==> config.mk <==
export PLATFORM = sky130hd
export DESIGN_NAME = stepper_trapezoid_ramp_top_flat
export DESIGN_NICKNAME = d
export VERILOG_FILES = /design/src/stpramp_pkg.sv /design/src/stpramp_ifs.sv /design/src/stpramp_mul.sv /design/src/stpramp_div.sv /design/src/stepper_trapezoid_ramp_top.sv /design/src/flat_wrapper.sv
export SDC_FILE = /design/constraint.sdc
export NUM_CORES = 1
export LEC_CHECK = 0
export BUFFER_PORTS_ARGS = -buffer_cell sky130_fd_sc_hd__buf_2
export CAP_MARGIN = 15
export CELL_PAD_IN_SITES_DETAIL_PLACEMENT = 2
export CELL_PAD_IN_SITES_GLOBAL_PLACEMENT = 2
export CORE_MARGIN = 8
export CORE_UTILIZATION = 30
export CTS_CLUSTER_SIZE = 8
export DETAILED_ROUTE_END_ITERATION = 10
export PLACE_DENSITY_LB_ADDON = 0.1
export SETUP_SLACK_MARGIN = 0.4
export SYNTH_ARGS = -nofsm -noshare
export SYNTH_HDL_FRONTEND = slang
export SYNTH_SLANG_ARGS = --single-unit
==> constraint.sdc <==
create_clock -name clk -period 10.7 [get_ports clk]
set_clock_uncertainty 0.15 [all_clocks]
set_input_delay 0.535 -clock clk [delete_from_list [all_inputs] [get_ports clk]]
set_output_delay 0.535 -clock clk [all_outputs]
set_load 0.1 [all_outputs]
==> src/stpramp_pkg.sv <==
// Shared widths, command codes, register indexes and controller states for the ramp generator.
package stpramp_pkg;

    localparam int unsigned POS_W   = 32;
    localparam int unsigned TIME_W  = 32;
    localparam int unsigned SPEED_W = 16;
    localparam int unsigned CMD_W   = 2;
    localparam int unsigned IDX_W   = 2;
    localparam int unsigned PROD_W  = POS_W + SPEED_W;

    localparam logic [CMD_W-1:0] CMD_MOVE  = 2'd0;
    localparam logic [CMD_W-1:0] CMD_PULSE = 2'd1;
    localparam logic [CMD_W-1:0] CMD_ZERO  = 2'd2;

    localparam logic [IDX_W-1:0] REG_MIN_SPEED  = 2'd0;
    localparam logic [IDX_W-1:0] REG_MAX_SPEED  = 2'd1;
    localparam logic [IDX_W-1:0] REG_ACCEL_RATE = 2'd2;
    localparam logic [IDX_W-1:0] REG_DECEL_RATE = 2'd3;

    localparam logic [SPEED_W-1:0] MIN_SPEED_RST  = 16'd10;
    localparam logic [SPEED_W-1:0] MAX_SPEED_RST  = 16'd1000;
    localparam logic [SPEED_W-1:0] ACCEL_RATE_RST = 16'd1;
    localparam logic [SPEED_W-1:0] DECEL_RATE_RST = 16'd256;

    localparam int unsigned CAP_SHIFT = 8;

    typedef enum logic [2:0] {
        S_IDLE,
        S_CHECK,
        S_MULWAIT,
        S_RAMP,
        S_CAP,
        S_DIVGO,
        S_DIVWAIT,
        S_OUT
    } state_t;

endpackage

==> src/stpramp_ifs.sv <==
// Handshake interfaces for the command, result and register write channels.
interface stpramp_cmd_if;
    logic                                 valid;
    logic                                 ready;
    logic [stpramp_pkg::CMD_W-1:0]        command;
    logic signed [stpramp_pkg::POS_W-1:0] target;
    logic [stpramp_pkg::TIME_W-1:0]       now_ms;

    modport source (output valid, output command, output target, output now_ms, input ready);
    modport sink (input valid, input command, input target, input now_ms, output ready);
endinterface

interface stpramp_res_if;
    logic                                 valid;
    logic                                 ready;
    logic signed [stpramp_pkg::POS_W-1:0] position;
    logic                                 moving;
    logic                                 direction;
    logic [stpramp_pkg::SPEED_W-1:0]      reload_value;
    logic                                 restart_timer;

    modport source (output valid, output position, output moving, output direction,
                    output reload_value, output restart_timer, input ready);
    modport sink (input valid, input position, input moving, input direction,
                  input reload_value, input restart_timer, output ready);
endinterface

interface stpramp_cfg_if;
    logic                              valid;
    logic                              ready;
    logic [stpramp_pkg::IDX_W-1:0]     index;
    logic [stpramp_pkg::SPEED_W-1:0]   data;

    modport source (output valid, output index, output data, input ready);
    modport sink (input valid, input index, input data, output ready);
endinterface

==> src/stpramp_mul.sv <==
// Bit-serial shift-add multiplier, 32 by 16 bits, one multiplier bit per cycle.
module stpramp_mul (
    input  logic                                clk,
    input  logic                                rst_n,
    input  logic                                start,
    input  logic [stpramp_pkg::POS_W-1:0]       multiplicand,
    input  logic [stpramp_pkg::SPEED_W-1:0]     multiplier,
    output logic                                done,
    output logic [stpramp_pkg::PROD_W-1:0]      product
);

    localparam int unsigned CNT_W = $clog2(stpramp_pkg::SPEED_W);

    logic [stpramp_pkg::PROD_W-1:0] acc_reg;
    logic [stpramp_pkg::PROD_W-1:0] acc_next;
    logic [stpramp_pkg::POS_W-1:0]  mcand_reg;
    logic [CNT_W-1:0]               cnt_reg;
    logic                           busy_reg;
    logic                           done_reg;
    logic [stpramp_pkg::POS_W:0]    upper_sum;

    always_comb
    begin
        upper_sum = {1'b0, acc_reg[stpramp_pkg::PROD_W-1:stpramp_pkg::SPEED_W]}
                  + (acc_reg[0] ? {1'b0, mcand_reg} : '0);
        acc_next  = {upper_sum, acc_reg[stpramp_pkg::SPEED_W-1:1]};
    end

    always_ff @(posedge clk or negedge rst_n)
    begin
        if (!rst_n)
        begin
            busy_reg <= 1'b0;
            done_reg <= 1'b0;
            cnt_reg  <= '0;
        end
        else
        begin
            done_reg <= 1'b0;
            if (start)
            begin
                busy_reg <= 1'b1;
                cnt_reg  <= '0;
            end
            else if (busy_reg)
            begin
                cnt_reg <= cnt_reg + 1'b1;
                if (cnt_reg == CNT_W'(stpramp_pkg::SPEED_W - 1))
                begin
                    busy_reg <= 1'b0;
                    done_reg <= 1'b1;
                end
            end
        end
    end

    always_ff @(posedge clk)
    begin
        if (start)
        begin
            mcand_reg <= multiplicand;
            acc_reg   <= {{stpramp_pkg::POS_W{1'b0}}, multiplier};
        end
        else if (busy_reg)
        begin
            acc_reg <= acc_next;
        end
    end

    assign done    = done_reg;
    assign product = acc_reg;

endmodule

==> src/stpramp_div.sv <==
// Restoring divider that forms 65535 divided by the speed, one quotient bit per cycle.
module stpramp_div (
    input  logic                                clk,
    input  logic                                rst_n,
    input  logic                                start,
    input  logic [stpramp_pkg::SPEED_W-1:0]     divisor,
    output logic                                done,
    output logic [stpramp_pkg::SPEED_W-1:0]     quotient
);

    localparam int unsigned CNT_W = $clog2(stpramp_pkg::SPEED_W);

    logic [stpramp_pkg::SPEED_W-1:0] rem_reg;
    logic [stpramp_pkg::SPEED_W-1:0] rem_next;
    logic [stpramp_pkg::SPEED_W-1:0] quo_reg;
    logic [stpramp_pkg::SPEED_W-1:0] dsr_reg;
    logic [CNT_W-1:0]                cnt_reg;
    logic                            busy_reg;
    logic                            done_reg;
    logic [stpramp_pkg::SPEED_W:0]   trial;
    logic                            fits;

    // The dividend is all ones, so every step shifts a one into the remainder.
    always_comb
    begin
        trial = {rem_reg, 1'b1};
        fits  = trial >= {1'b0, dsr_reg};
        if (fits)
        begin
            rem_next = stpramp_pkg::SPEED_W'(trial - {1'b0, dsr_reg});
        end
        else
        begin
            rem_next = trial[stpramp_pkg::SPEED_W-1:0];
        end
    end

    always_ff @(posedge clk or negedge rst_n)
    begin
        if (!rst_n)
        begin
            busy_reg <= 1'b0;
            done_reg <= 1'b0;
            cnt_reg  <= '0;
        end
        else
        begin
            done_reg <= 1'b0;
            if (start)
            begin
                busy_reg <= 1'b1;
                cnt_reg  <= '0;
            end
            else if (busy_reg)
            begin
                cnt_reg <= cnt_reg + 1'b1;
                if (cnt_reg == CNT_W'(stpramp_pkg::SPEED_W - 1))
                begin
                    busy_reg <= 1'b0;
                    done_reg <= 1'b1;
                end
            end
        end
    end

    always_ff @(posedge clk)
    begin
        if (start)
        begin
            dsr_reg <= divisor;
            rem_reg <= '0;
            quo_reg <= '0;
        end
        else if (busy_reg)
        begin
            rem_reg <= rem_next;
            quo_reg <= {quo_reg[stpramp_pkg::SPEED_W-2:0], fits};
        end
    end

    assign done     = done_reg;
    assign quotient = quo_reg;

endmodule

==> src/stepper_trapezoid_ramp_top.sv <==
// Top level of the stepper trapezoidal ramp generator: registers, controller and result stage.
// One command is worked on at a time and each gives one result beat. A step-pulse beat
// that keeps the motor moving passes from acceptance to result valid through the position
// check, the two bit-serial 32 by 16 multipliers that run side by side for the ramp gain
// and the braking cap, the limiting states S_RAMP and S_CAP, the start of the bit-serial
// divider that forms the timer reload, the divider itself and the load of the output
// register. A pulse that reaches the target skips the multipliers and limiting, and every
// other command passes only through the divider and the output load. The next command beat
// can be taken in the cycle after the result is loaded. The result is held in an output
// register, so the next command beat is accepted while an earlier result still waits.
// Register writes are taken at any time and should be made only while the block is idle.
module stepper_trapezoid_ramp_top (
    input  logic                 clk,
    input  logic                 rst_n,
    stpramp_cmd_if.sink          cmd,
    stpramp_res_if.source        res,
    stpramp_cfg_if.sink          cfg
);

    localparam int unsigned CAP_HI = stpramp_pkg::SPEED_W + stpramp_pkg::CAP_SHIFT;

    stpramp_pkg::state_t state_reg;
    stpramp_pkg::state_t state_next;

    logic [stpramp_pkg::SPEED_W-1:0] min_speed_reg;
    logic [stpramp_pkg::SPEED_W-1:0] max_speed_reg;
    logic [stpramp_pkg::SPEED_W-1:0] accel_rate_reg;
    logic [stpramp_pkg::SPEED_W-1:0] decel_rate_reg;

    logic [stpramp_pkg::POS_W-1:0]   pos_reg, pos_next;
    logic [stpramp_pkg::POS_W-1:0]   goal_reg, goal_next;
    logic [stpramp_pkg::SPEED_W-1:0] speed_reg, speed_next;
    logic [stpramp_pkg::TIME_W-1:0]  last_reg, last_next;
    logic [stpramp_pkg::TIME_W-1:0]  now_reg, now_next;
    logic                            moving_reg, moving_next;
    logic                            dir_reg, dir_next;
    logic                            restart_reg, restart_next;
    logic [stpramp_pkg::SPEED_W-1:0] reload_reg, reload_next;

    logic                            out_valid_reg, out_valid_next;
    logic [stpramp_pkg::POS_W-1:0]   out_pos_reg, out_pos_next;
    logic                            out_moving_reg, out_moving_next;
    logic                            out_dir_reg, out_dir_next;
    logic [stpramp_pkg::SPEED_W-1:0] out_reload_reg, out_reload_next;
    logic                            out_restart_reg, out_restart_next;

    logic                            mul_start;
    logic                            div_start;
    logic                            gain_done;
    logic                            cap_done;
    logic                            div_done;
    logic [stpramp_pkg::PROD_W-1:0]  gain_prod;
    logic [stpramp_pkg::PROD_W-1:0]  cap_prod;
    logic [stpramp_pkg::SPEED_W-1:0] div_quo;

    logic [stpramp_pkg::TIME_W-1:0]  elapsed;
    logic [stpramp_pkg::POS_W-1:0]   remaining;
    logic                            arrived;
    logic                            tgt_fwd;
    logic                            tgt_equal;
    logic [stpramp_pkg::SPEED_W:0]   ramp_sum;
    logic [stpramp_pkg::SPEED_W-1:0] cap_low;

    always_ff @(posedge clk or negedge rst_n)
    begin
        if (!rst_n)
        begin
            min_speed_reg  <= stpramp_pkg::MIN_SPEED_RST;
            max_speed_reg  <= stpramp_pkg::MAX_SPEED_RST;
            accel_rate_reg <= stpramp_pkg::ACCEL_RATE_RST;
            decel_rate_reg <= stpramp_pkg::DECEL_RATE_RST;
        end
        else if (cfg.valid)
        begin
            unique case (cfg.index)
                stpramp_pkg::REG_MIN_SPEED:  min_speed_reg  <= cfg.data;
                stpramp_pkg::REG_MAX_SPEED:  max_speed_reg  <= cfg.data;
                stpramp_pkg::REG_ACCEL_RATE: accel_rate_reg <= cfg.data;
                stpramp_pkg::REG_DECEL_RATE: decel_rate_reg <= cfg.data;
                default: ;
            endcase
        end
    end

    assign cfg.ready = 1'b1;

    stpramp_mul u_gain_mul (
        .clk          (clk),
        .rst_n        (rst_n),
        .start        (mul_start),
        .multiplicand (elapsed),
        .multiplier   (accel_rate_reg),
        .done         (gain_done),
        .product      (gain_prod)
    );

    stpramp_mul u_cap_mul (
        .clk          (clk),
        .rst_n        (rst_n),
        .start        (mul_start),
        .multiplicand (remaining),
        .multiplier   (decel_rate_reg),
        .done         (cap_done),
        .product      (cap_prod)
    );

    stpramp_div u_div (
        .clk      (clk),
        .rst_n    (rst_n),
        .start    (div_start),
        .divisor  (speed_reg),
        .done     (div_done),
        .quotient (div_quo)
    );

    always_comb
    begin
        elapsed   = now_reg - last_reg;
        remaining = dir_reg ? (goal_reg - pos_reg) : (pos_reg - goal_reg);
        arrived   = dir_reg ? ($signed(pos_reg) >= $signed(goal_reg))
                            : ($signed(pos_reg) <= $signed(goal_reg));
        tgt_fwd   = $signed(cmd.target) > $signed(pos_reg);
        tgt_equal = cmd.target == $signed(pos_reg);
        ramp_sum  = {1'b0, speed_reg} + {1'b0, gain_prod[stpramp_pkg::SPEED_W-1:0]};
        cap_low   = cap_prod[CAP_HI-1:stpramp_pkg::CAP_SHIFT];
    end

    always_comb
    begin
        state_next       = state_reg;
        pos_next         = pos_reg;
        goal_next        = goal_reg;
        speed_next       = speed_reg;
        last_next        = last_reg;
        now_next         = now_reg;
        moving_next      = moving_reg;
        dir_next         = dir_reg;
        restart_next     = restart_reg;
        reload_next      = reload_reg;
        out_valid_next   = out_valid_reg && !res.ready;
        out_pos_next     = out_pos_reg;
        out_moving_next  = out_moving_reg;
        out_dir_next     = out_dir_reg;
        out_reload_next  = out_reload_reg;
        out_restart_next = out_restart_reg;
        mul_start        = 1'b0;
        div_start        = 1'b0;
        cmd.ready        = 1'b0;

        unique case (state_reg)
            stpramp_pkg::S_IDLE:
            begin
                cmd.ready = 1'b1;
                if (cmd.valid)
                begin
                    restart_next = 1'b0;
                    now_next     = cmd.now_ms;
                    state_next   = stpramp_pkg::S_DIVGO;
                    priority if (cmd.command == stpramp_pkg::CMD_MOVE)
                    begin
                        goal_next = cmd.target;
                        if (tgt_equal)
                        begin
                            moving_next = 1'b0;
                        end
                        else if (!(moving_reg && (tgt_fwd == dir_reg)))
                        begin
                            moving_next  = 1'b1;
                            dir_next     = tgt_fwd;
                            speed_next   = min_speed_reg;
                            last_next    = cmd.now_ms;
                            restart_next = 1'b1;
                        end
                    end
                    else if (cmd.command == stpramp_pkg::CMD_PULSE)
                    begin
                        if (moving_reg)
                        begin
                            pos_next   = dir_reg ? pos_reg + 1'b1 : pos_reg - 1'b1;
                            state_next = stpramp_pkg::S_CHECK;
                        end
                    end
                    else if (cmd.command == stpramp_pkg::CMD_ZERO)
                    begin
                        moving_next = 1'b0;
                        pos_next    = '0;
                    end
                end
            end

            stpramp_pkg::S_CHECK:
            begin
                if (arrived)
                begin
                    moving_next = 1'b0;
                    state_next  = stpramp_pkg::S_DIVGO;
                end
                else
                begin
                    mul_start  = 1'b1;
                    last_next  = now_reg;
                    state_next = stpramp_pkg::S_MULWAIT;
                end
            end

            stpramp_pkg::S_MULWAIT:
            begin
                if (gain_done)
                begin
                    state_next = stpramp_pkg::S_RAMP;
                end
            end

            stpramp_pkg::S_RAMP:
            begin
                if (gain_prod[stpramp_pkg::PROD_W-1:stpramp_pkg::SPEED_W] != '0)
                begin
                    speed_next = max_speed_reg;
                end
                else if (ramp_sum > {1'b0, max_speed_reg})
                begin
                    speed_next = max_speed_reg;
                end
                else
                begin
                    speed_next = ramp_sum[stpramp_pkg::SPEED_W-1:0];
                end
                state_next = stpramp_pkg::S_CAP;
            end

            stpramp_pkg::S_CAP:
            begin
                speed_next = speed_reg;
                if (cap_prod[stpramp_pkg::PROD_W-1:CAP_HI] == '0 && speed_reg > cap_low)
                begin
                    speed_next = cap_low;
                end
                if (speed_next < min_speed_reg)
                begin
                    speed_next = min_speed_reg;
                end
                state_next = stpramp_pkg::S_DIVGO;
            end

            stpramp_pkg::S_DIVGO:
            begin
                div_start  = 1'b1;
                state_next = stpramp_pkg::S_DIVWAIT;
            end

            stpramp_pkg::S_DIVWAIT:
            begin
                if (div_done)
                begin
                    reload_next = div_quo;
                    state_next  = stpramp_pkg::S_OUT;
                end
            end

            stpramp_pkg::S_OUT:
            begin
                if (!out_valid_reg || res.ready)
                begin
                    out_valid_next   = 1'b1;
                    out_pos_next     = pos_reg;
                    out_moving_next  = moving_reg;
                    out_dir_next     = dir_reg;
                    out_reload_next  = reload_reg;
                    out_restart_next = restart_reg;
                    state_next       = stpramp_pkg::S_IDLE;
                end
            end

            default:
            begin
                state_next = stpramp_pkg::S_IDLE;
            end
        endcase
    end

    always_ff @(posedge clk or negedge rst_n)
    begin
        if (!rst_n)
        begin
            state_reg     <= stpramp_pkg::S_IDLE;
            pos_reg       <= '0;
            goal_reg      <= '0;
            speed_reg     <= '0;
            last_reg      <= '0;
            moving_reg    <= 1'b0;
            dir_reg       <= 1'b1;
            restart_reg   <= 1'b0;
            out_valid_reg <= 1'b0;
        end
        else
        begin
            state_reg     <= state_next;
            pos_reg       <= pos_next;
            goal_reg      <= goal_next;
            speed_reg     <= speed_next;
            last_reg      <= last_next;
            moving_reg    <= moving_next;
            dir_reg       <= dir_next;
            restart_reg   <= restart_next;
            out_valid_reg <= out_valid_next;
        end
    end

    always_ff @(posedge clk)
    begin
        now_reg         <= now_next;
        reload_reg      <= reload_next;
        out_pos_reg     <= out_pos_next;
        out_moving_reg  <= out_moving_next;
        out_dir_reg     <= out_dir_next;
        out_reload_reg  <= out_reload_next;
        out_restart_reg <= out_restart_next;
    end

    assign res.valid         = out_valid_reg;
    assign res.position      = out_pos_reg;
    assign res.moving        = out_moving_reg;
    assign res.direction     = out_dir_reg;
    assign res.reload_value  = out_reload_reg;
    assign res.restart_timer = out_restart_reg;

    a_one_at_a_time: assert property (@(posedge clk) disable iff (!rst_n)
        (cmd.valid && cmd.ready) |=> !cmd.ready)
        else $error("command beat accepted while another is in progress");

    a_mul_lockstep: assert property (@(posedge clk) disable iff (!rst_n)
        gain_done == cap_done)
        else $error("multipliers finished out of step");

    a_mul_expected: assert property (@(posedge clk) disable iff (!rst_n)
        gain_done |-> state_reg == stpramp_pkg::S_MULWAIT)
        else $error("multiplier finished outside the wait state");

    a_speed_floor: assert property (@(posedge clk) disable iff (!rst_n)
        state_reg == stpramp_pkg::S_CAP |=> speed_reg >= min_speed_reg)
        else $error("ramp speed below the floor");

    a_restart_moving: assert property (@(posedge clk) disable iff (!rst_n)
        (out_valid_reg && out_restart_reg) |-> out_moving_reg)
        else $error("timer restart reported without motion");

endmodule
==> src/flat_wrapper.sv <==
// flat-port wrapper written by rule: the top's interface ports become plain ports
module stepper_trapezoid_ramp_top_flat 
  (clk, rst_n, cmd_valid, cmd_command, cmd_target, cmd_now_ms, cmd_ready, res_valid, res_position, res_moving, res_direction, res_reload_value, res_restart_timer, res_ready, cfg_valid, cfg_index, cfg_data, cfg_ready);
  stpramp_cmd_if cmd_i ();
  stpramp_res_if res_i ();
  stpramp_cfg_if cfg_i ();
  input  logic clk;
  input  logic rst_n;
  input wire logic [$bits(cmd_i.valid)-1:0] cmd_valid;
  input wire logic [$bits(cmd_i.command)-1:0] cmd_command;
  input wire logic [$bits(cmd_i.target)-1:0] cmd_target;
  input wire logic [$bits(cmd_i.now_ms)-1:0] cmd_now_ms;
  output wire logic [$bits(cmd_i.ready)-1:0] cmd_ready;
  output wire logic [$bits(res_i.valid)-1:0] res_valid;
  output wire logic [$bits(res_i.position)-1:0] res_position;
  output wire logic [$bits(res_i.moving)-1:0] res_moving;
  output wire logic [$bits(res_i.direction)-1:0] res_direction;
  output wire logic [$bits(res_i.reload_value)-1:0] res_reload_value;
  output wire logic [$bits(res_i.restart_timer)-1:0] res_restart_timer;
  input wire logic [$bits(res_i.ready)-1:0] res_ready;
  input wire logic [$bits(cfg_i.valid)-1:0] cfg_valid;
  input wire logic [$bits(cfg_i.index)-1:0] cfg_index;
  input wire logic [$bits(cfg_i.data)-1:0] cfg_data;
  output wire logic [$bits(cfg_i.ready)-1:0] cfg_ready;
  assign cmd_i.valid = cmd_valid;
  assign cmd_i.command = cmd_command;
  assign cmd_i.target = cmd_target;
  assign cmd_i.now_ms = cmd_now_ms;
  assign cmd_ready = cmd_i.ready;
  assign res_valid = res_i.valid;
  assign res_position = res_i.position;
  assign res_moving = res_i.moving;
  assign res_direction = res_i.direction;
  assign res_reload_value = res_i.reload_value;
  assign res_restart_timer = res_i.restart_timer;
  assign res_i.ready = res_ready;
  assign cfg_i.valid = cfg_valid;
  assign cfg_i.index = cfg_index;
  assign cfg_i.data = cfg_data;
  assign cfg_ready = cfg_i.ready;
  stepper_trapezoid_ramp_top u_core (.clk(clk), .rst_n(rst_n), .cmd(cmd_i), .res(res_i), .cfg(cfg_i));
endmodule
Word level (Yosys, flattened, before mapping). Index checks and enable logic that the tools add are counted.

Bits in registers: 507. Latch bits: 0. RAM bits: 0. ROM bits: 0. Bits of input ports: 89. Output and inout port bits: 54. Word-level logic and storage cells: 196. Memories: 0.

Add/sub/neg operators: 12. Multiply operators: 0. Div/mod/pow operators: 0. Order comparisons: 7. Equality and inequality tests: 30. Shift-type cells: 0. Mux-type cells: 76. Bitwise gates (word level): 3. Reduce and logical (&&, ||, !) cells: 31.

Operators with widths (count): two-way mux 32 bit (12); two-way mux 16 bit (14); subtractor 32 bit (3); adder 32 x 32 -> 33 bit (2); case mux 32 bit (2 select lines) (1); case mux 16 bit (3 select lines) (1); adder 32 x 1 -> 32 bit, second input constant (1); equality test 32 bit (1); greater-or-equal comparator 32 bit (1); > comparator 32 bit (1); less-or-equal comparator 32 bit (1); two-way mux 1 bit (32); nonzero test 32 bit (1); subtractor 32 x 1 -> 32 bit, second input constant (1); zero test 24 bit (1); two-way mux 3 bit (8); two-way mux 4 bit (6); case mux 3 bit (8 select lines) (1); adder 16 x 16 -> 17 bit (1); greater-or-equal comparator 17 x 16 -> 1 bit (1); > comparator 17 x 16 -> 1 bit (1); > comparator 16 bit (1); less-than comparator 16 bit (1); subtractor 16 bit (1); other kinds (27) (65).

Depth between registers and ports, before layout. Gate-level depths: netlist (run 1).

Word-level depth: 8. Mapped depth: 24. Gate-level depth less buffers: 23.

Cells and area by module. From an unflattened synthesis (run 1), not the netlist that was laid out.

Cells, all modules: 3310. Area total of the unflattened synthesis: 33086.7 um^2.

Modules (own cells, without submodules): stepper_trapezoid_ramp_top (instances 1, cells an instance 2020, area each 20024.2 um^2, sequential area each 7566.0 um^2); stpramp_mul (u_core.u_cap_mul) (instances 1, cells an instance 483, area each 5043.6 um^2, sequential area each 2232.1 um^2); stpramp_mul (u_core.u_gain_mul) (instances 1, cells an instance 483, area each 4922.2 um^2, sequential area each 2232.1 um^2); stpramp_div (instances 1, cells an instance 324, area each 3096.7 um^2, sequential area each 1271.2 um^2).

Worst setup path before layout (run 1). Ideal clock, no wire load.

Path type: register to register. From: reg u_core.state_reg[0]. To: reg u_core.goal_reg[10] in the netlist's numbering. Library setup time: 0.125 ns. Arrival time: 4.765 ns. Required time: 10.425 ns. Setup slack: 5.661 ns. Stages on the path, launching flop included: 8. Buffers on the path: 2. Period minus slack after synthesis: 5.039 ns. Cells stage by stage: dfrtp_1 > clkbuf_1 > nor3_1 > nand2_1 > inv_1 > nand2_1 > buf_1 > mux2_2.

Word-level cells in the longest chain between the ends: 2.

Ends and longest elaborated chain: start, declared (line stepper_trapezoid_ramp_top.sv:22) `stpramp_pkg::state_t state_reg;`; start signal, assigned (line stepper_trapezoid_ramp_top.sv:285) `state_reg <= stpramp_pkg::S_IDLE;`; start signal, assigned (line stepper_trapezoid_ramp_top.sv:297) `state_reg <= state_next;`; zero test 3 bit (line stepper_trapezoid_ramp_top.sv:150) `unique case (state_reg)`; AND reduction 3 bit (no source line); end signal, assigned (line stepper_trapezoid_ramp_top.sv:299) `goal_reg <= goal_next;`; end, declared (line stepper_trapezoid_ramp_top.sv:31) `logic [stpramp_pkg::POS_W-1:0] goal_reg, goal_next;`.

Every way passes these cells. A chain may end at the register's enable or synchronous reset.

Final worst setup path (run 1).
From: reg u_core.speed_reg[0] in the netlist's numbering. To: reg u_core.speed_reg[4] in the netlist's numbering.

Word-level cells in the longest chain between the ends: 7. Elaborated cells on any way between the ends: 11. Classes of those cells: add/sub: 1; order compare: 3; mux: 6; reduce/logical: 1.

Ends and longest elaborated chain: start, declared (line stepper_trapezoid_ramp_top.sv:32) `logic [stpramp_pkg::SPEED_W-1:0] speed_reg, speed_next;`; start signal, assigned (line stepper_trapezoid_ramp_top.sv:300) `speed_reg <= speed_next;`; > comparator 16 bit (line stepper_trapezoid_ramp_top.sv:234) `if (cap_prod[stpramp_pkg::PROD_W-1:CAP_HI] == '0 && speed_reg > cap_low)`; logical AND 1 bit (line stepper_trapezoid_ramp_top.sv:234); two-way mux 16 bit (line stepper_trapezoid_ramp_top.sv:234); two-way mux 16 bit (line stepper_trapezoid_ramp_top.sv:150); less-than comparator 16 bit (line stepper_trapezoid_ramp_top.sv:238) `if (speed_next < min_speed_reg)`; two-way mux 16 bit (line stepper_trapezoid_ramp_top.sv:238); case mux 16 bit (3 select lines) * (line stepper_trapezoid_ramp_top.sv:150).

Every way passes the cells marked *; elsewhere a longest branch is shown, timed or not. The select of a mux whose other input is x is not followed.

==> impl_metrics.json, run 1 <==
{
  "status": "finished, final reports clean",
  "dr_total_vias": 25300,
  "cts_tree": "yes",
  "yosysTopAreaCell": "edfxtp_1",
  "ys.warnings.count": 0,
  "clock.fmax_mhz": 182,
  "synth.distinct_cells": 96,
  "first_pass_iters": 5,
  "synth_cells": 3260,
  "critical_path_required_ns": 11.04,
  "worst_path_largest_cell_delay_ns": 0.50,
  "portBuffers": 141,
  "slew_viol_final": 0,
  "end_kind": "flop",
  "yosysTopAreaCellShare_pct": 19.7,
  "io_pins": 143,
  "cp_cell_sequence": "ha_1, inv_1, fa_1, nor2b_1, o31a_1, o211ai_1, a21oi_1, nor3_1, nor2_1, o21a_1, o21ai_0, o31a_1, ha_1, nand4_1, nor2_1, o21a_1, o31a_1, nor4_1, o21ai_2, buf_4, mux2i_1, nor2_1, a221oi_1, a21oi_1",
  "crit_slowest_cell": "o21ai_2",
  "maxCapViolCount": 0,
  "path_max_fanout": 13,
  "h-tree-depth": 3,
  "final_layout_size_suffix_gt1_share_pct": 12.2,
  "grt_pass1_vias": 28400,
  "ant_nets": 0,
  "grt_max_degree": 94,
  "holdBufCountCts": 49,
  "start_util_pct": 30.2,
  "synth_edf_count": 211,
  "numCtsBuffers": 75,
  "power_w": 0.0136,
  "synth_area_per_cell_um2": 9.88,
  "fin_crit_ns": 5.48,
  "async_flop_share_pct": 39.4,
  "power_density_nw_per_um2": 366,
  "areaGrowthSynthToFinish_pct": 15.5,
  "antenna_found_initial": 2,
  "grtUsageTotal_pct": 18.2,
  "fin_crit_sh_pct": 51.3,
  "drc": 0,
  "hold_violations": 0,
  "ctsResizeCount": 0,
  "clock_path_buffers": 3,
  "die_y_um": 344,
  "design.final.nets": 3844,
  "rsz0062_at_grt": "no",
  "core_area_um2": 107000,
  "fp-row-count": 120,
  "post_cts_buffers": 0,
  "grt_remaining_overflow": 0,
  "synth_flop_cell": "edfxtp_1",
  "synth.area.top_cells": "edfxtp_1 (20%), dfrtp_1 (15%), ha_1 (12%)",
  "ir_worst_vdd_uv": 105,
  "clock_latency_ns": 0.63,
  "dieArea_um2": 118000,
  "ys_seq_area_share_pct": 41.2,
  "setup_viol": 0,
  "place_congestion": 0.823,
  "vias_per_cell": 5.15,
  "netlist_area_um2": 32200,
  "cts_root_buf": "clkbuf_16",
  "crit_family": "compound AO/OA/AOI/OAI gates",
  "arrival_ns": 5.83,
  "syn-num-nets": 3661,
  "die_w_um": 344,
  "wl_mm": 108,
  "post-route-util_pct": 34.9,
  "cts_sinks": 507,
  "relSlewSlack_pct": 22.6,
  "tns_ns": 0,
  "drt-initial-drc-count": 843,
  "clkSlewWorstSetupHoldPaths_ns": 0.05,
  "ys_ff_latch": 507,
  "tightestPinTransition_ns": 1.16,
  "setup.worst_path.start_class": "flop",
  "critical_path_class": "reg2reg",
  "hpwl_mm": 81.8,
  "fillers": 11600,
  "diodes": 0,
  "critPathBufInv": 2,
  "leakage_nw": 16.5,
  "wl_per_cell_um": 22.0,
  "hold_class": "in2reg",
  "grt_pass1_wl_mm": 170
}
==> Yosys cell counts (all sizes together), types with 41 or more instances <==
| cell | instances |
|---|---|
| nand2 | 207 |
| mux2 | 114 |
| ha | 304 |
| xnor2 | 105 |
| clkbuf | 72 |
| a211oi | 43 |
| inv | 229 |
| o21ai | 192 |
| edfxtp | 211 |
| and2 | 71 |
| nand3 | 54 |
| nor2 | 262 |
| buf | 41 |
| dfrtp | 189 |
| xor2 | 58 |
| a21o | 113 |
| dfxtp | 96 |
| mux2i | 150 |
| a21oi | 213 |
| nor3 | 56 |
==> report_power, final <==
| group | switching, W | leakage [nW] | internal, W | total, W |
|---|---|---|---|---|
| logic | 0.00485 | 10.2 | 0.00298 | 0.00783 |
| registers | 0.000525 | 5.21 | 0.00294 | 0.00347 |
| clock network | 0.000938 | 1.07 | 0.00136 | 0.00230 |
==> final cells by class <==
cell class	instances	area [µm²]	area share [%]
Clock buffer	131	2160	5.80
Multi-Input combinational cell	2410	17600	47.4
Tap cell	1403	1760	4.72
Timing Repair Buffer	219	1440	3.86
Sequential cell	507	13300	35.7
Clock inverter	7	75.1	0.202
Inverter	230	863	2.32
==> path summary, 6_finish.rpt <==
path	start	to	slack [ns]	cells after the start
worst max-delay path	u_core.speed_reg[0]$_DFFE_PN0P_	u_core.speed_reg[4]$_DFFE_PN0P_	5.22	24
worst min register to register	u_core.reload_reg[13]$_DFFE_PP_	u_core.res.reload_value[13]$_DFFE_PP_	0.27	0
max in group asynchronous	rst_n	u_core.goal_reg[19]$_DFFE_PN0P_	7.74	4
worst min-delay path	cmd_target[22]	u_core.goal_reg[22]$_DFFE_PN0P_	0.05	2
worst max register to register	u_core.speed_reg[0]$_DFFE_PN0P_	u_core.speed_reg[4]$_DFFE_PN0P_	5.22	24
min in group asynchronous	rst_n	u_core.u_cap_mul.cnt_reg[1]$_DFFE_PN0P_	0.41	2
==> cell families (layout without fill, tap and decap cells) <==
kind of cell / after synthesis / in the layout / share of synthesized area [%]
XOR/XNOR: 163 / 163 / 4.43
multiplexers: 264 / 264 / 8.64
adder cells (fa/ha/maj): 312 / 312 / 12.3
AND/OR/NAND/NOR: 874 / 874 / 13.3
AO/OA/AOI/OAI: 796 / 796 / 15.9
other: 1 / 1 / 0.0116
flip-flops: 507 / 507 / 41.2
buffers and inverters: 343 / 587 / 4.26
==> placed cells by master, fill, tap and decap left out, drive strengths merged, types with 26 or more instances in the layout <==
cell	instances
a211oi	43
nor4	26
o21ai	192
inv	231
and2	71
o211ai	26
clkbuf	131
a31oi	34
a21oi	213
edfxtp	211
mux2i	150
buf	170
nor2	262
mux2	114
dfrtp	189
a21o	113
xor2	58
nor2b	32
nand2	207
xnor2	105
dfxtp	96
nor3	56
nand2b	30
dlygate4sd3	49
ha	304
nand3	54
nand4	33
==> routing by layer <==
| metal | vias to the layer above | GRT usage [%] | part of all wire (%) |
|---|---|---|---|
| li1 | 12100 | - | - |
| met1 | 12700 | 24.1 | 47 |
| met2 | 304 | 30.4 | 47 |
| met3 | 150 | 2.52 | 2.9 |
| met4 | 0 | 6.37 | 3.2 |
| met5 | - | 0 | 0 |
==> stage by stage <==
step,setup WS [ns],hold slack (ns),cells,area (µm²)
after floorplan,5.66,0.0894,3260,32200
after global placement,5.32,0.253,4719,34500
after detailed placement,5.21,0.256,4719,34500
after CTS,5.09,0.000456,4906,37200
after global routing,4.83,0.0247,4907,37200
final,5.22,0.0468,4907,37200
Power figures use the tool's default switching activity.
==> run 2: changes to the inputs <==
ABC_AREA = 1   (was not set)
clock period = 5.7 ns   (was 10.7 ns; I/O delays follow)
==> run 2 against run 1 <==
Compared with the run above: non-clock buffer count increased by 40; register-to-register slack worse by 4.2 ns; count of clock-buffer cells in the layout up 3; worst hold slack gained 0.035 ns; sequential share of layout area decreased by 1.1 points; highest routed layer is now met5.
==> impl_metrics.json, run 2 <==
{
  "yosysTopAreaCellShare_pct": 19.3,
  "worst_path_largest_cell_delay_ns": 0.55,
  "fin_ws_ns": 0.966,
  "cts_sinks": 507,
  "grt_pass1_vias": 31800,
  "syn-num-nets": 4522,
  "core_area_um2": 109000,
  "tns_ns": 0,
  "whs_ns": 0.0818,
  "setup_viol": 0,
  "cp_cell_sequence": "ha_1, nand2_1, nor2_1, nand2_1, inv_1, nand2_1, nand2_1, nand2_1, inv_1, nor2_1, a21oi_1, ha_1, a21oi_1, nor2_1, a211oi_1, o221a_2, nand2_1, nand2_1, nand3_1, nand2_1, nand2_1, nand2_1",
  "grt_max_degree": 113,
  "critPathBufInv": 2,
  "die_w_um": 346,
  "hold_violations": 0,
  "relSlewSlack_pct": 29.9,
  "power_density_nw_per_um2": 243,
  "synth_cells": 4121,
  "ys_ff_latch": 507,
  "clock_latency_ns": 0.64,
  "hold_class": "in2reg",
  "switchingPower_w": 0.00244,
  "drc": 0,
  "synth_area_per_cell_um2": 7.95,
  "power_frac_comb_pct": 9.5,
  "first_pass_iters": 5,
  "arrival_ns": 5.16,
  "ctsResizeCount": 0,
  "clkSlewWorstSetupHoldPaths_ns": 0.05,
  "fp-row-count": 121,
  "netlist_area_um2": 32800,
  "clock.fmax_mhz": 211,
  "wl_per_cell_um": 19.9,
  "cts_root_buf": "clkbuf_16",
  "intPower_w": 0.00689,
  "clock_path_buffers": 3,
  "yosysMostFrequentCell": "nand2_1",
  "design.final.nets": 4752,
  "ys.warnings.count": 0,
  "path_max_fanout": 23,
  "crit_cells": 22,
  "cts_tree": "yes",
  "antenna_found_initial": 4,
  "critical_path_required_ns": 6.13,
  "tightestPinTransition_ns": 1.05,
  "leakage_nw": 18.5,
  "fin_crit_ns": 4.73,
  "fin_crit_sh_pct": 83.1,
  "grtUsageTotal_pct": 18.9,
  "drt-initial-drc-count": 1197,
  "wl_mm": 116,
  "grt_pass1_wl_mm": 182,
  "vias_per_cell": 4.97,
  "slew_viol_final": 0,
  "ant_nets": 0,
  "dr_total_vias": 29000,
  "final_layout_size_suffix_gt1_share_pct": 8.20,
  "end_kind": "flop",
  "areaGrowthSynthToFinish_pct": 17.1,
  "final_cell_mix": "nand2_1 (952), inv_1 (607), o21ai_0 (365), a21oi_1 (354), ha_1 (304)",
  "async_flop_share_pct": 39.4,
  "ys_seq_area_share_pct": 40.5,
  "crit_slowest_cell": "inv_1",
  "yosysTopAreaCell": "edfxtp_1",
  "dp_slack_ns": 0.962,
  "numCtsBuffers": 76,
  "synth.area.top_cells": "edfxtp_1 (19%), dfrtp_1 (14%), ha_1 (12%)",
  "crit_path_frequent_cell": "nand2_1",
  "synth_edf_count": 211,
  "worstHoldPathCells": 3,
  "crit_family": "simple AND/OR/NAND/NOR gates",
  "start_util_pct": 30.2,
  "die_y_um": 346,
  "fillers": 12400,
  "setup.worst_path.start_class": "flop",
  "portBuffers": 141,
  "power_frac_clock_pct": 47.9,
  "place_congestion": 0.790,
  "grt_remaining_overflow": 0,
  "switching_share_pct": 26.2,
  "ir_worst_vdd_uv": 176,
  "critical_path_class": "reg2reg",
  "dieArea_um2": 120000,
  "final_common_cell": "nand2_1",
  "rsz0062_at_grt": "no",
  "hpwl_mm": 87.7,
  "r2r_cells": 22,
  "synth.distinct_cells": 58,
  "maxCapViolCount": 0,
  "pwr-share-seq_pct": 42.6,
  "ys_top_cells_by_count": "nand2_1 (952), inv_1 (607), o21ai_0 (365)",
  "h-tree-depth": 3,
  "io_pins": 143,
  "status": "finished, final reports clean",
  "synth_flop_cell": "edfxtp_1"
}
[run 2: routing by layer]
metal	track usage [%]	wire, µm
met1	25.5	56500
met2	31.6	53600
met3	2.79	3390
met4	4.83	2700
met5	0	12
[run 2: path summary, 6_finish.rpt]
path,startpoint,slack [ns],end
min in group asynchronous,rst_n,0.13,u_core.pos_reg[22]$_DFFE_PN0P_
min,cfg_index[1],0.08,u_core.decel_rate_reg[11]$_DFFE_PN0P_
max,u_core.speed_reg[14]$_DFFE_PN0P_,0.97,u_core.speed_reg[9]$_DFFE_PN0P_
min reg2reg,u_core.reload_reg[7]$_DFFE_PP_,0.26,u_core.res.reload_value[7]$_DFFE_PP_
max reg2reg,u_core.speed_reg[14]$_DFFE_PN0P_,0.97,u_core.speed_reg[9]$_DFFE_PN0P_
max in group asynchronous,rst_n,3.94,u_core.decel_rate_reg[14]$_DFFE_PN0P_
[run 2: kinds of logic (layout without fill, tap and decap cells)]
family	after synthesis	after routing	share of synthesized area [%]
and+or+nand+nor	1460	1460	18.1
other	1	3	0.0114
adders and majority gates	312	312	12.1
muxes	5	5	0.153
AOI/OAI and AO/OA	988	988	17.2
buffers and inverters	717	1010	8.38
xor gates and xnor gates	131	131	3.52
DFF	507	507	40.5
[run 2: power by group through the flow]
stage / Sequential [W] / Clock, W / Combinational [W]
2_1_floorplan: 0.00400 / 0 / 0.000532
3_3_place_gp: 0.00404 / 0 / 0.000823
3_5_place_dp: 0.00405 / 0 / 0.000846
4_1_cts: 0.00398 / 0.00465 / 0.000897
5_1_grt: 0.00399 / 0.00477 / 0.00100
6_report: 0.00398 / 0.00447 / 0.000885
[run 2: layout make-up]
cell class	count	area, µm²	share of cell area [%]
multi-input cells	2897	16800	43.8
repair buffers	259	1900	4.95
inverters	610	2290	5.98
clock buffers	134	2230	5.82
clock inverters	7	88.8	0.232
diodes	2	5.00	0.0130
well taps	1414	1770	4.61
flip-flops and latches	507	13300	34.6
[run 2: repair_timing]
item / 4_1_cts / 5_1_grt
setup buffers: 0 / 0
hold buffers: 83 / 0
endpoints found under the hold margin: 251 / 0
setup endpoints to repair: 0 / 0
[run 2: through the flow]
step,cells,area (µm²),power (W),util (%)
global route,5829,38400,0.00976,35.3
finish,5830,38400,0.00934,35.3
CTS,5827,38300,0.00952,35.3
floorplan,4121,32800,0.00453,-
global placement,5602,35100,0.00487,32.4
detailed placement,5603,35200,0.00489,32.4
[run 2: worst reg2reg max path, delay by kind of cell (launching register included)]
family	cells	cell delay, ns
flops	1	0.45
simple gates	14	1.79
buf+inv	2	0.61
fa+ha+maj	2	0.59
compound gates	4	1.07
==> run 3: changes to the inputs <==
clock period = 3.9 ns   (was 5.7 ns; I/O delays follow)
==> run 3 against run 2 <==
Compared with the run above: the flow now finishes with violations (negative setup slack); fmax rose by 19%; combinational power rose by 57%; setup slack lost 1.0 ns; final cell count is 2.2% higher; first-iteration DRC count shrank 10%; core utilization grew 1.7 points; count of clock-buffer cells in the layout is 1 lower; via count rose by 1.4%; sequential cell count unchanged; wire length grew 1.3%; non-clock buffer count rose by 131; global-route usage grew 0.11 points; highest routed layer unchanged.
==> impl_metrics.json, run 3 (synthesis gave the netlist of run 2 again) <==
{
  "start_util_pct": 30.2,
  "io_pins": 143,
  "relSlewSlack_pct": 35.4,
  "min_from": "cmd_now_ms[5]",
  "place_congestion": 0.816,
  "crit_family": "simple AND/OR/NAND/NOR gates",
  "crit_path_frequent_cell": "nand2_1",
  "areaGrowthSynthToFinish_pct": 22.6,
  "cts_tree": "yes",
  "status": "finished with violations",
  "dr_total_vias": 29400,
  "hpwl_mm": 89.2,
  "arrival_ns": 4.34,
  "path_max_fanout": 16,
  "final_layout_size_suffix_gt1_share_pct": 13.5,
  "fin_crit_ns": 3.98,
  "regArea_um2": 13300,
  "crit_slowest_cell": "edfxtp_1",
  "clkSlewWorstSetupHoldPaths_ns": 0.06,
  "grtUsageTotal_pct": 19.0,
  "setup_viol": 6,
  "final_cell_mix": "nand2_1 (938), inv_1 (604), o21ai_0 (335), a21oi_1 (318), ha_1 (268)",
  "antenna_found_initial": 5,
  "leakage_nw": 19.2,
  "fp-row-count": 121,
  "power_density_nw_per_um2": 339,
  "hold_class": "in2reg",
  "die_y_um": 346,
  "die_w_um": 346,
  "tightestPinTransition_ns": 0.967,
  "holdPathEnd": "u_core.now_reg[5]$_DFFE_PP_",
  "core_area_um2": 109000,
  "grt_pass1_wl_mm": 184,
  "worstHoldPathCells": 2,
  "numCtsBuffers": 76,
  "ir_worst_vdd_uv": 240,
  "first_pass_iters": 5,
  "grt_remaining_overflow": 0,
  "rsz0062_at_grt": "yes",
  "grt_pass1_vias": 32100,
  "fin_ws_ns": -0.0788,
  "clock_path_buffers": 3,
  "multi_input_area_um2": 17400,
  "regToRegSetupSlack_ns": -0.08,
  "design.final.nets": 4883,
  "dieArea_um2": 120000,
  "ant_nets": 0,
  "worst_path_largest_cell_delay_ns": 0.41,
  "clock.fmax_mhz": 251,
  "wl_per_cell_um": 19.7,
  "violations": "negative setup slack",
  "cts_root_buf": "clkbuf_16",
  "wl_mm": 118,
  "portBuffers": 141,
  "drc": 0,
  "whs_ns": 0.124,
  "critPathBufInv": 6,
  "reg2reg_from": "u_core.u_gain_mul.product[0]$_DFFE_PP_",
  "end_kind": "flop",
  "grt_max_degree": 70,
  "maxCapViolCount": 0,
  "clock_latency_ns": 0.65,
  "slew_viol_final": 0,
  "critical_path_required_ns": 4.27,
  "tns_ns": -0.188,
  "vias_per_cell": 4.93,
  "cts_sinks": 507,
  "final_common_cell": "nand2_1",
  "timing.rr.end": "u_core.speed_reg[9]$_DFFE_PN0P_",
  "critical_path_class": "reg2reg",
  "h-tree-depth": 3,
  "r2r_cells": 28,
  "drt-initial-drc-count": 1072,
  "hold_violations": 0,
  "setup.worst_path.start_class": "flop",
  "fillers": 12400,
  "fin_crit_sh_pct": 102
}
[run 3: layout make-up]
type | instances | area share [%]
sequential | 507 | 33.1
clock inverter | 6 | 0.159
tap | 1414 | 4.41
inverter | 610 | 5.71
timing repair buffer | 390 | 7.78
multi-input combinational | 2897 | 43.4
clock buffer | 133 | 5.47
antenna | 3 | 0.0187
[run 3: timing repair]
item	CTS	global route
resized for setup	45	145
endpoints found under the setup margin	139	133
pin swaps	3	34
cloned	2	2
hold endpoints to repair	360	0
hold buffers	94	0
buffers inserted	8	23
[run 3: how the worst max path moves through the flow]
stage                                            from                          endpoint  slack [ns]  cells after the start
2_1_floorplan  u_core.u_gain_mul.product[0]$_DFFE_PP_  u_core.speed_reg[13]$_DFFE_PN0P_        0.40                     28
3_3_place_gp          u_core.speed_reg[0]$_DFFE_PN0P_  u_core.speed_reg[11]$_DFFE_PN0P_        0.08                     28
3_5_place_dp   u_core.u_gain_mul.product[0]$_DFFE_PP_   u_core.speed_reg[4]$_DFFE_PN0P_       -0.04                     28
4_1_cts               u_core.speed_reg[0]$_DFFE_PN0P_   u_core.speed_reg[4]$_DFFE_PN0P_        0.05                     28
5_1_grt        u_core.u_gain_mul.product[2]$_DFFE_PP_   u_core.speed_reg[9]$_DFFE_PN0P_       -0.33                     25
6_report       u_core.u_gain_mul.product[0]$_DFFE_PP_   u_core.speed_reg[9]$_DFFE_PN0P_       -0.08                     28
[run 3: metal layers]
layer  wire, µm  track usage (%)  up-vias  share of wire [%]
li1           -                -    14500                  -
met1      57000             25.9    14400                 48
met2      54300             31.3      300                 46
met3       2860             2.53      171                2.4
met4       3450             5.65        4                2.9
met5         26                0        -              0.022
[run 3: power by group]
group          switching, W  leakage (nW)  internal, W
Clock               0.00260          1.08      0.00380
Combinational      0.000864          13.3     0.000525
Sequential         0.000130          4.85      0.00569
[run 3: metrics by stage]
| stage | setup slack, ns | util (%) | instances | instance area [µm²] | total power, W |
|---|---|---|---|---|---|
| finish | -0.0788 | 37.0 | 5960 | 40200 | 0.0136 |
| global route | -0.327 | 37.0 | 5960 | 40200 | 0.0142 |
| CTS | 0.0517 | 36.3 | 5932 | 39400 | 0.0139 |
| detailed placement | -0.0373 | 33.1 | 5689 | 35900 | 0.00717 |
| global placement | 0.0802 | 33.1 | 5689 | 35900 | 0.00714 |
| floorplan | 0.401 | - | 4121 | 32800 | 0.00663 |
